[src/design/cbb_pkg.sv]
// ----------------------------------------------------------------------------
// cbb_pkg: shared types and constants for the cubic B-spline basis evaluator
// Grid constants, boundary weight table, fixed-point constants and the
// structs passed between the evaluator's modules.
// ----------------------------------------------------------------------------
package cbb_pkg;

  // Node index space; node and last-node indices wrap on this power of two
  localparam int unsigned MAX_NODES = 1024;
  localparam int unsigned NODE_W    = $clog2(MAX_NODES);
  // Signed spline center: node -1 up to node MAX_NODES
  localparam int unsigned CTR_W     = NODE_W + 2;

  // Pipeline depth of one spline evaluation, in register stages
  localparam int unsigned SPL_LAT = 7;

  // Q16.16 one and two on the 18-bit offset path
  localparam logic [17:0] Q_ONE = 18'h1_0000;
  localparam logic [17:0] Q_TWO = 18'h2_0000;

  // Value rounding: half of 6 in units of 2^32, added after the shift
  localparam logic [20:0] VAL_RND = 21'd3;
  // floor(x / 3) = (x * RECIP3_MUL) >> 21, exact for x < 2^21
  localparam logic [19:0] RECIP3_MUL = 20'd699051;
  // Derivative rounding: half of 2^33
  localparam logic [64:0] DER_RND = 65'h0_0000_0001_0000_0000;

  // Largest basis value (2/3 in Q16.16, rounded)
  localparam logic signed [31:0] VALUE_MAX = 32'sd43691;

  localparam logic signed [31:0] SAT_HI = 32'sh7FFF_FFFF;
  localparam logic signed [31:0] SAT_LO = 32'sh8000_0000;

  // Boundary condition rows and node-place columns
  localparam logic [3:0] BC_ROW_MAX = 4'd8;
  localparam logic [1:0] COL_LAST_M1 = 2'd2;
  localparam logic [1:0] COL_LAST    = 2'd3;

  localparam logic signed [3:0] BC_WEIGHT [0:8][0:3] = '{
    '{-4'sd4, -4'sd1, -4'sd1, -4'sd4},
    '{ 4'sd0,  4'sd1,  4'sd1,  4'sd0},
    '{ 4'sd2, -4'sd1, -4'sd1,  4'sd2},
    '{-4'sd4, -4'sd1,  4'sd1,  4'sd0},
    '{-4'sd4, -4'sd1, -4'sd1,  4'sd2},
    '{ 4'sd0,  4'sd1, -4'sd1, -4'sd4},
    '{ 4'sd0,  4'sd1, -4'sd1,  4'sd2},
    '{ 4'sd2, -4'sd1, -4'sd1, -4'sd4},
    '{ 4'sd2, -4'sd1,  4'sd1,  4'sd0}
  };

  // Configuration register indexes
  typedef enum logic [1:0] {
    REG_GRID_MIN  = 2'd0,
    REG_SPACING   = 2'd1,
    REG_RECIP     = 2'd2,
    REG_LAST_NODE = 2'd3
  } cfg_reg_t;

  // Grid settings seen by each spline lane
  typedef struct packed {
    logic signed [31:0] grid_min;
    logic [30:0]        spacing;
    logic [30:0]        recip;
  } cfg_t;

  // One spline request entering a lane
  typedef struct packed {
    logic                    valid;
    logic                    kind;
    logic signed [CTR_W-1:0] center;
    logic signed [31:0]      position;
  } spl_req_t;

  // One spline result leaving a lane
  typedef struct packed {
    logic               valid;
    logic               kind;
    logic signed [31:0] value;
  } spl_res_t;

endpackage

[src/design/cbb_combine.sv]
// ----------------------------------------------------------------------------
// cbb_combine: boundary correction sum and saturation
// Adds weight * neighbour spline to the main spline and clips to 32 bits.
// ----------------------------------------------------------------------------
module cbb_combine (
  input  logic               clk,
  input  logic               rst_n,
  input  cbb_pkg::spl_res_t  main_res,
  input  cbb_pkg::spl_res_t  nb_res,
  input  logic signed [3:0]  weight,
  output logic               out_valid,
  output logic signed [31:0] out_value,
  output logic               out_sat
);

  logic signed [35:0] corr;
  logic signed [36:0] total;
  logic               valid_r;
  logic signed [31:0] value_r, value_nxt;
  logic               sat_r, sat_nxt;

  always_comb begin
    corr  = 36'(weight) * 36'(nb_res.value);
    total = 37'(main_res.value) + 37'(corr);
    if (total > 37'(cbb_pkg::SAT_HI)) begin
      value_nxt = cbb_pkg::SAT_HI;
      sat_nxt   = 1'b1;
    end else if (total < 37'(cbb_pkg::SAT_LO)) begin
      value_nxt = cbb_pkg::SAT_LO;
      sat_nxt   = 1'b1;
    end else begin
      value_nxt = 32'(total);
      sat_nxt   = 1'b0;
    end
  end

  always_ff @(posedge clk) begin
    if (!rst_n) begin
      valid_r <= 1'b0;
    end else begin
      valid_r <= main_res.valid;
    end
  end

  always_ff @(posedge clk) begin
    value_r <= value_nxt;
    sat_r   <= sat_nxt;
  end

  assign out_valid = valid_r;
  assign out_value = value_r;
  assign out_sat   = sat_r;

endmodule

[config.mk]
export PLATFORM = sky130hd
export DESIGN_NAME = cbb_combine
export DESIGN_NICKNAME = d
export VERILOG_FILES = /design/src/design/cbb_pkg.sv /design/src/design/cbb_combine.sv
export SDC_FILE = /design/constraint.sdc
export NUM_CORES = 1
export LEC_CHECK = 0
export ABC_AREA = 0
export BUFFER_PORTS_ARGS = -buffer_cell sky130_fd_sc_hd__buf_2
export CORE_MARGIN = 2
export CORE_UTILIZATION = 55
export CTS_CLUSTER_DIAMETER = 40
export DETAILED_ROUTE_END_ITERATION = 12
export PLACE_DENSITY = 0.84
export SETUP_SLACK_MARGIN = 0.05
export SLEW_MARGIN = 10
export SYNTH_ARGS = -nofsm -noshare
export SYNTH_HDL_FRONTEND = slang
export SYNTH_SLANG_ARGS = --single-unit
[constraint.sdc]
create_clock -name clk -period 11.05 [get_ports clk]
set_input_delay 2.21 -clock clk [delete_from_list [all_inputs] [get_ports clk]]
set_output_delay 2.21 -clock clk [all_outputs]
set_load 0.01 [all_outputs]
# ---- Word-level counts from Yosys, hierarchy flattened
# Cells that the tools add are included.
# W data, S select, Z words.
dict set report word_totals {
  ff_bits 34
  inputBits 74
  out_inout_bits 34
}
dict set report classes {
  n_addsub 1
  multipliers 1
  n_lt_le_gt_ge 2
  mux 2
}
# cell n
set op_table {}
lappend op_table {{$add A32 B36 Y37} 1}
lappend op_table {{$gt A37 B32 Y1 const B} 1}
lappend op_table {{$lt A37 B32 Y1 const B} 1}
lappend op_table {{$mul A4 B32 Y36} 1}
lappend op_table {{$mux W32} 1}
lappend op_table {{$mux W1} 1}

# ---- Longest topological paths before layout
dict set report depth {
  ltp_word 4
  ltp_mapped 21
}

# ---- Least setup slack after synthesis
# Ideal clock, no wire load.
dict set report synth_timing {
  path_kind {input -> register}
  from {in weight[3]}
  to {reg value_r[12] (netlist: out_value[12])}
  setup_ps 126
  arrival_ps 6968
  t_required_ps 10924
  slack_ps 3956
  stages 21
  path_buffers 4
  path_cell_list {inv_1 > clkbuf_1 > nor2_1 > fa_1 > fa_1 > inv_1 > fa_1 > inv_1 > ha_1 > buf_4 > and3_4 > a221oi_4 > o22ai_2 > a2111oi_2 > nor2_1 > xor2_1 > or4_4 > o21ai_2 > buf_6 > buf_8 > o21ai_0}
}
dict set report synth_via {
  elab_chain_len 4
  elab_cells_between_ends 5
  cone_classes {add/sub: 1; mul: 1; order compare: 2; mux: 1}
}
# item line
set synth_lines {}
lappend synth_lines {{start, declared} cbb_combine.sv:10} ;# input logic signed [3:0] weight,
lappend synth_lines {{$mul A4 B32 Y36 *} cbb_combine.sv:23} ;# corr = 36'(weight) * 36'(nb_res.value);
lappend synth_lines {{$add A32 B36 Y37 *} cbb_combine.sv:24} ;# total = 37'(main_res.value) + 37'(corr);
lappend synth_lines {{$lt A37 B32 Y1} cbb_combine.sv:28} ;# end else if (total < 37'(cbb_pkg::SAT_LO)) begin
lappend synth_lines {{$mux W32} cbb_combine.sv:28}
lappend synth_lines {{end signal, assigned} cbb_combine.sv:46} ;# value_r <= value_nxt;
lappend synth_lines {{end, declared} cbb_combine.sv:19} ;# logic signed [31:0] value_r, value_nxt;
# Every way passes the cells marked *; elsewhere a longest branch is shown, timed or not.
# A chain may end at the register's enable or synchronous reset.

# ---- Final worst setup path
# Ends and elaborated chain as after synthesis.

==> results.md <==
* Post-CTS setup buffer count at 0
* Initial antenna violation count at 0
* Max clock buf depth at 2
* Area contributors post-synth: fa_1, ha_1, dfxtp_1
* Max cap viols at 0
* CTS tree: yes
* Final wirelength at about 14 mm
* Synth top area share at 29.5%
* Post-synthesis xor/xnor area fraction at about 4.6%
* CTS Buf Count at 5
* Hold Vio Cnt, Final at 0
* Clk pin slew, worst setup/hold paths at approximately 0.05 ns
* Final period utilization at roughly 72%
* Placed cells at 1036
* Clk root buf: clkbuf_16
* Fin crit period at 7.99 ns
* Gr usage total at between 20% and 30%
* Nets@finish at 1140
* Leading area contributor after synthesis: fa_1
* Routed vias/inst at about 5.3
* Adder-cell area share of the yosys netlist at between 40% and 50%
* Die height at about 120 um
* Final Max Slew Viols at 0
* Post-synth cell types at 58
* Non-filler cells, final at 1044
* Syn_area_per_cell at approximately 8.3 um2
* Final ANT Viol Nets at 0
* Syn nets at ~1100
* Initial Utilization at a little under three fifths
* Yosys warns at 0
* Crit path DAT at roughly 8.1 ns
* Yosys reg bits at 34
* Detailed-route via count at 5540
* GP Congestion at approximately 0.9
* Post-DP HPWL at around 12 mm
* Vias in the first global route at around 5700
* Req. time, crit path at between 10 and 15 ns
* Largest family of logic cells by synthesized area: adder cells
* Full die area at approximately 0.013 mm2
* Power Density at approximately 220 mW/mm2
* Pleak at between 0.003 and 0.004 uW
* Startpoint Class: input pin
* Post-Place Setup Slack at 2.83 ns
* Max Fclk at 125 MHz
* CP Capture Type: flop
* Post_cts resized at 0
* Wirelength per Cell at around 14 um
* CTS Hold Bufs at 0
* GRT overflow at 0
* Number of flops mapped to enable cells by yosys at 0
* Status: complete, no violations
* WS Path Type: input pin to flop
* Port Buffers at 104
* Final WS setup at ~3 ns
* Multiplexer share of the synthesized area at less than 1%
* Drt pass-1 iters at 5
* Max Fanout on Critical Path at 32
* Setup violators final at 0
* 1st-iter DRT viols at between 300 and 400
* Max-slew headroom at roughly a third
* Core area at roughly 0.012 mm2
* # DRC at 0
* Largest net degree at the start of global routing at 33
* CP Capture Point: out_value[12]$_SDFF_PN1_
* Crit path from: weight[3]
* Setup TNS at 0 ns
* Async set-or-reset flop fraction in the synthesized netlist at 0%
* Sequential area share after synthesis at between 10% and 20%
* Clock Sinks at 34
* H-tree levels at 2
* Cells after Synth at approximately 800
* RSZ-0062 raised after global routing: no
* Area fraction in compound gates after synthesis at roughly an eighth
* Area grow syn2layout at 11.4%
* Global-route wire length before repair at approximately 25 mm
* Number of cell rows at 40
* Top FF cell, synth: dfxtp_1
* Die X at approximately 120 um
* VDD IR max at approximately 0.11 mV
* Ant diodes at 0
* Share of cells above drive strength 1 at between 10% and 20%
* Mapped cell area at roughly 0.0068 mm2
* Least-Margin Pin Slew at just under 1 ns
* Io pins at about 110
* Hold Path Class: input pin to flop
* Post-Synth Simple-Gate Area at ~18%
## worst min-delay path by stage
stage,startpoint,to,slack [ns],depth (start not counted)
after floorplan,main_res[33],out_valid$_SDFF_PN0_,2.33,1
after global placement,main_res[33],out_valid$_SDFF_PN0_,2.42,2
after detailed placement,main_res[33],out_valid$_SDFF_PN0_,2.42,2
after CTS,main_res[33],out_valid$_SDFF_PN0_,2.14,2
after global routing,main_res[33],out_valid$_SDFF_PN0_,2.15,2
final,main_res[33],out_valid$_SDFF_PN0_,2.14,2
## cell families after synthesis
| family | count (synthesis) |
|---|---|
| flip-flops | 34 |
| adder cells (fa/ha/maj) | 170 |
| AO/OA/AOI/OAI | 136 |
| XOR/XNOR | 35 |
| multiplexers | 1 |
| buffers and inverters | 210 |
| AND/OR/NAND/NOR | 227 |
## final cells by class
cell class	count	area, um2
clock buffer	5	125
tap	147	184
inverter	181	679
multi-input combinational	569	5280
fill	1019	4460
timing repair buffer	105	528
sequential	34	681
clock inverter	3	68.8
## cell usage after synthesis (all sizes together), types with 2 or more instances
library cell and count:
a21o 14, o2111ai 2, and3 3, buf 6
nor4 4, nand2 35, clkbuf 23, xor2 10
o211a 2, inv 181, o21bai 6, dfxtp 34
nor3 5, ha 70, nand3 9, o21ai 36
a211oi 4, nor2 51, nand4 10, a221oi 2
o21a 4, nand2b 3, fa 100, nor2b 2
a31oi 4, o31ai 2, and2 95, xnor2 25
o211ai 3, a21oi 49
## state kept, by name, summed over array words and instances, names as in the netlist
signal / count
out_valid: 1
out_value: 32
out_sat: 1
## layout by cell type (no fill, tap or decap), types with 24 or more instances in the layout
master | netlist | final
xnor2_1 | 24 | 24
and2_1 | 95 | 95
o21ai_0 | 30 | 30
inv_1 | 181 | 181
buf_2 | 3 | 104
nor2_1 | 51 | 51
fa_1 | 100 | 100
nand2_1 | 35 | 35
a21oi_1 | 48 | 48
dfxtp_1 | 34 | 34
ha_1 | 70 | 70
## worst max-delay path, cell delays in order
cell	delay, ns
buf_2	0.11
inv_1	0.07
buf_4	0.37
nor2_1	0.13
fa_1	0.52
fa_1	0.55
inv_1	0.06
fa_1	0.54
inv_1	0.05
ha_1	0.41
and3_4	0.23
a221oi_4	0.34
o22ai_2	0.19
a2111oi_2	0.42
nor2_1	0.11
xor2_1	0.16
or4_4	0.55
o21ai_2	0.77
o21ai_0	0.25
## through the flow
| stage | total power (uW) | utilization [%] | instance area (um2) | hold WS [ns] |
|---|---|---|---|---|
| floorplan | 1210 | - | 6780 | 2.33 |
| global placement | 1450 | 61.2 | 7350 | 2.42 |
| detailed placement | 1490 | 61.2 | 7350 | 2.42 |
| CTS | 1680 | 62.8 | 7550 | 2.14 |
| global route | 1870 | 62.8 | 7550 | 2.15 |
| finish | 1690 | 62.8 | 7550 | 2.14 |
## power by group
part	internal, uW	leakage, uW	total [uW]	switching [uW]
clock	129	0.0000940	180	50.9
sequential	199	0.000286	216	16.7
combinational	496	0.00355	1290	794
## layer usage
| metal | wire length, um | share of wire (%) | vias to the layer above | track usage [%] |
|---|---|---|---|---|
| met5 | 0 | 0 | - | 0 |
| met4 | 186 | 1.3 | 0 | 6.35 |
| met3 | 661 | 4.6 | 16 | 2.06 |
| met2 | 7050 | 49 | 155 | 40.8 |
| met1 | 6600 | 46 | 2656 | 31.4 |
| li1 | - | - | 2713 | - |
Power figures use the tool's default switching activity.
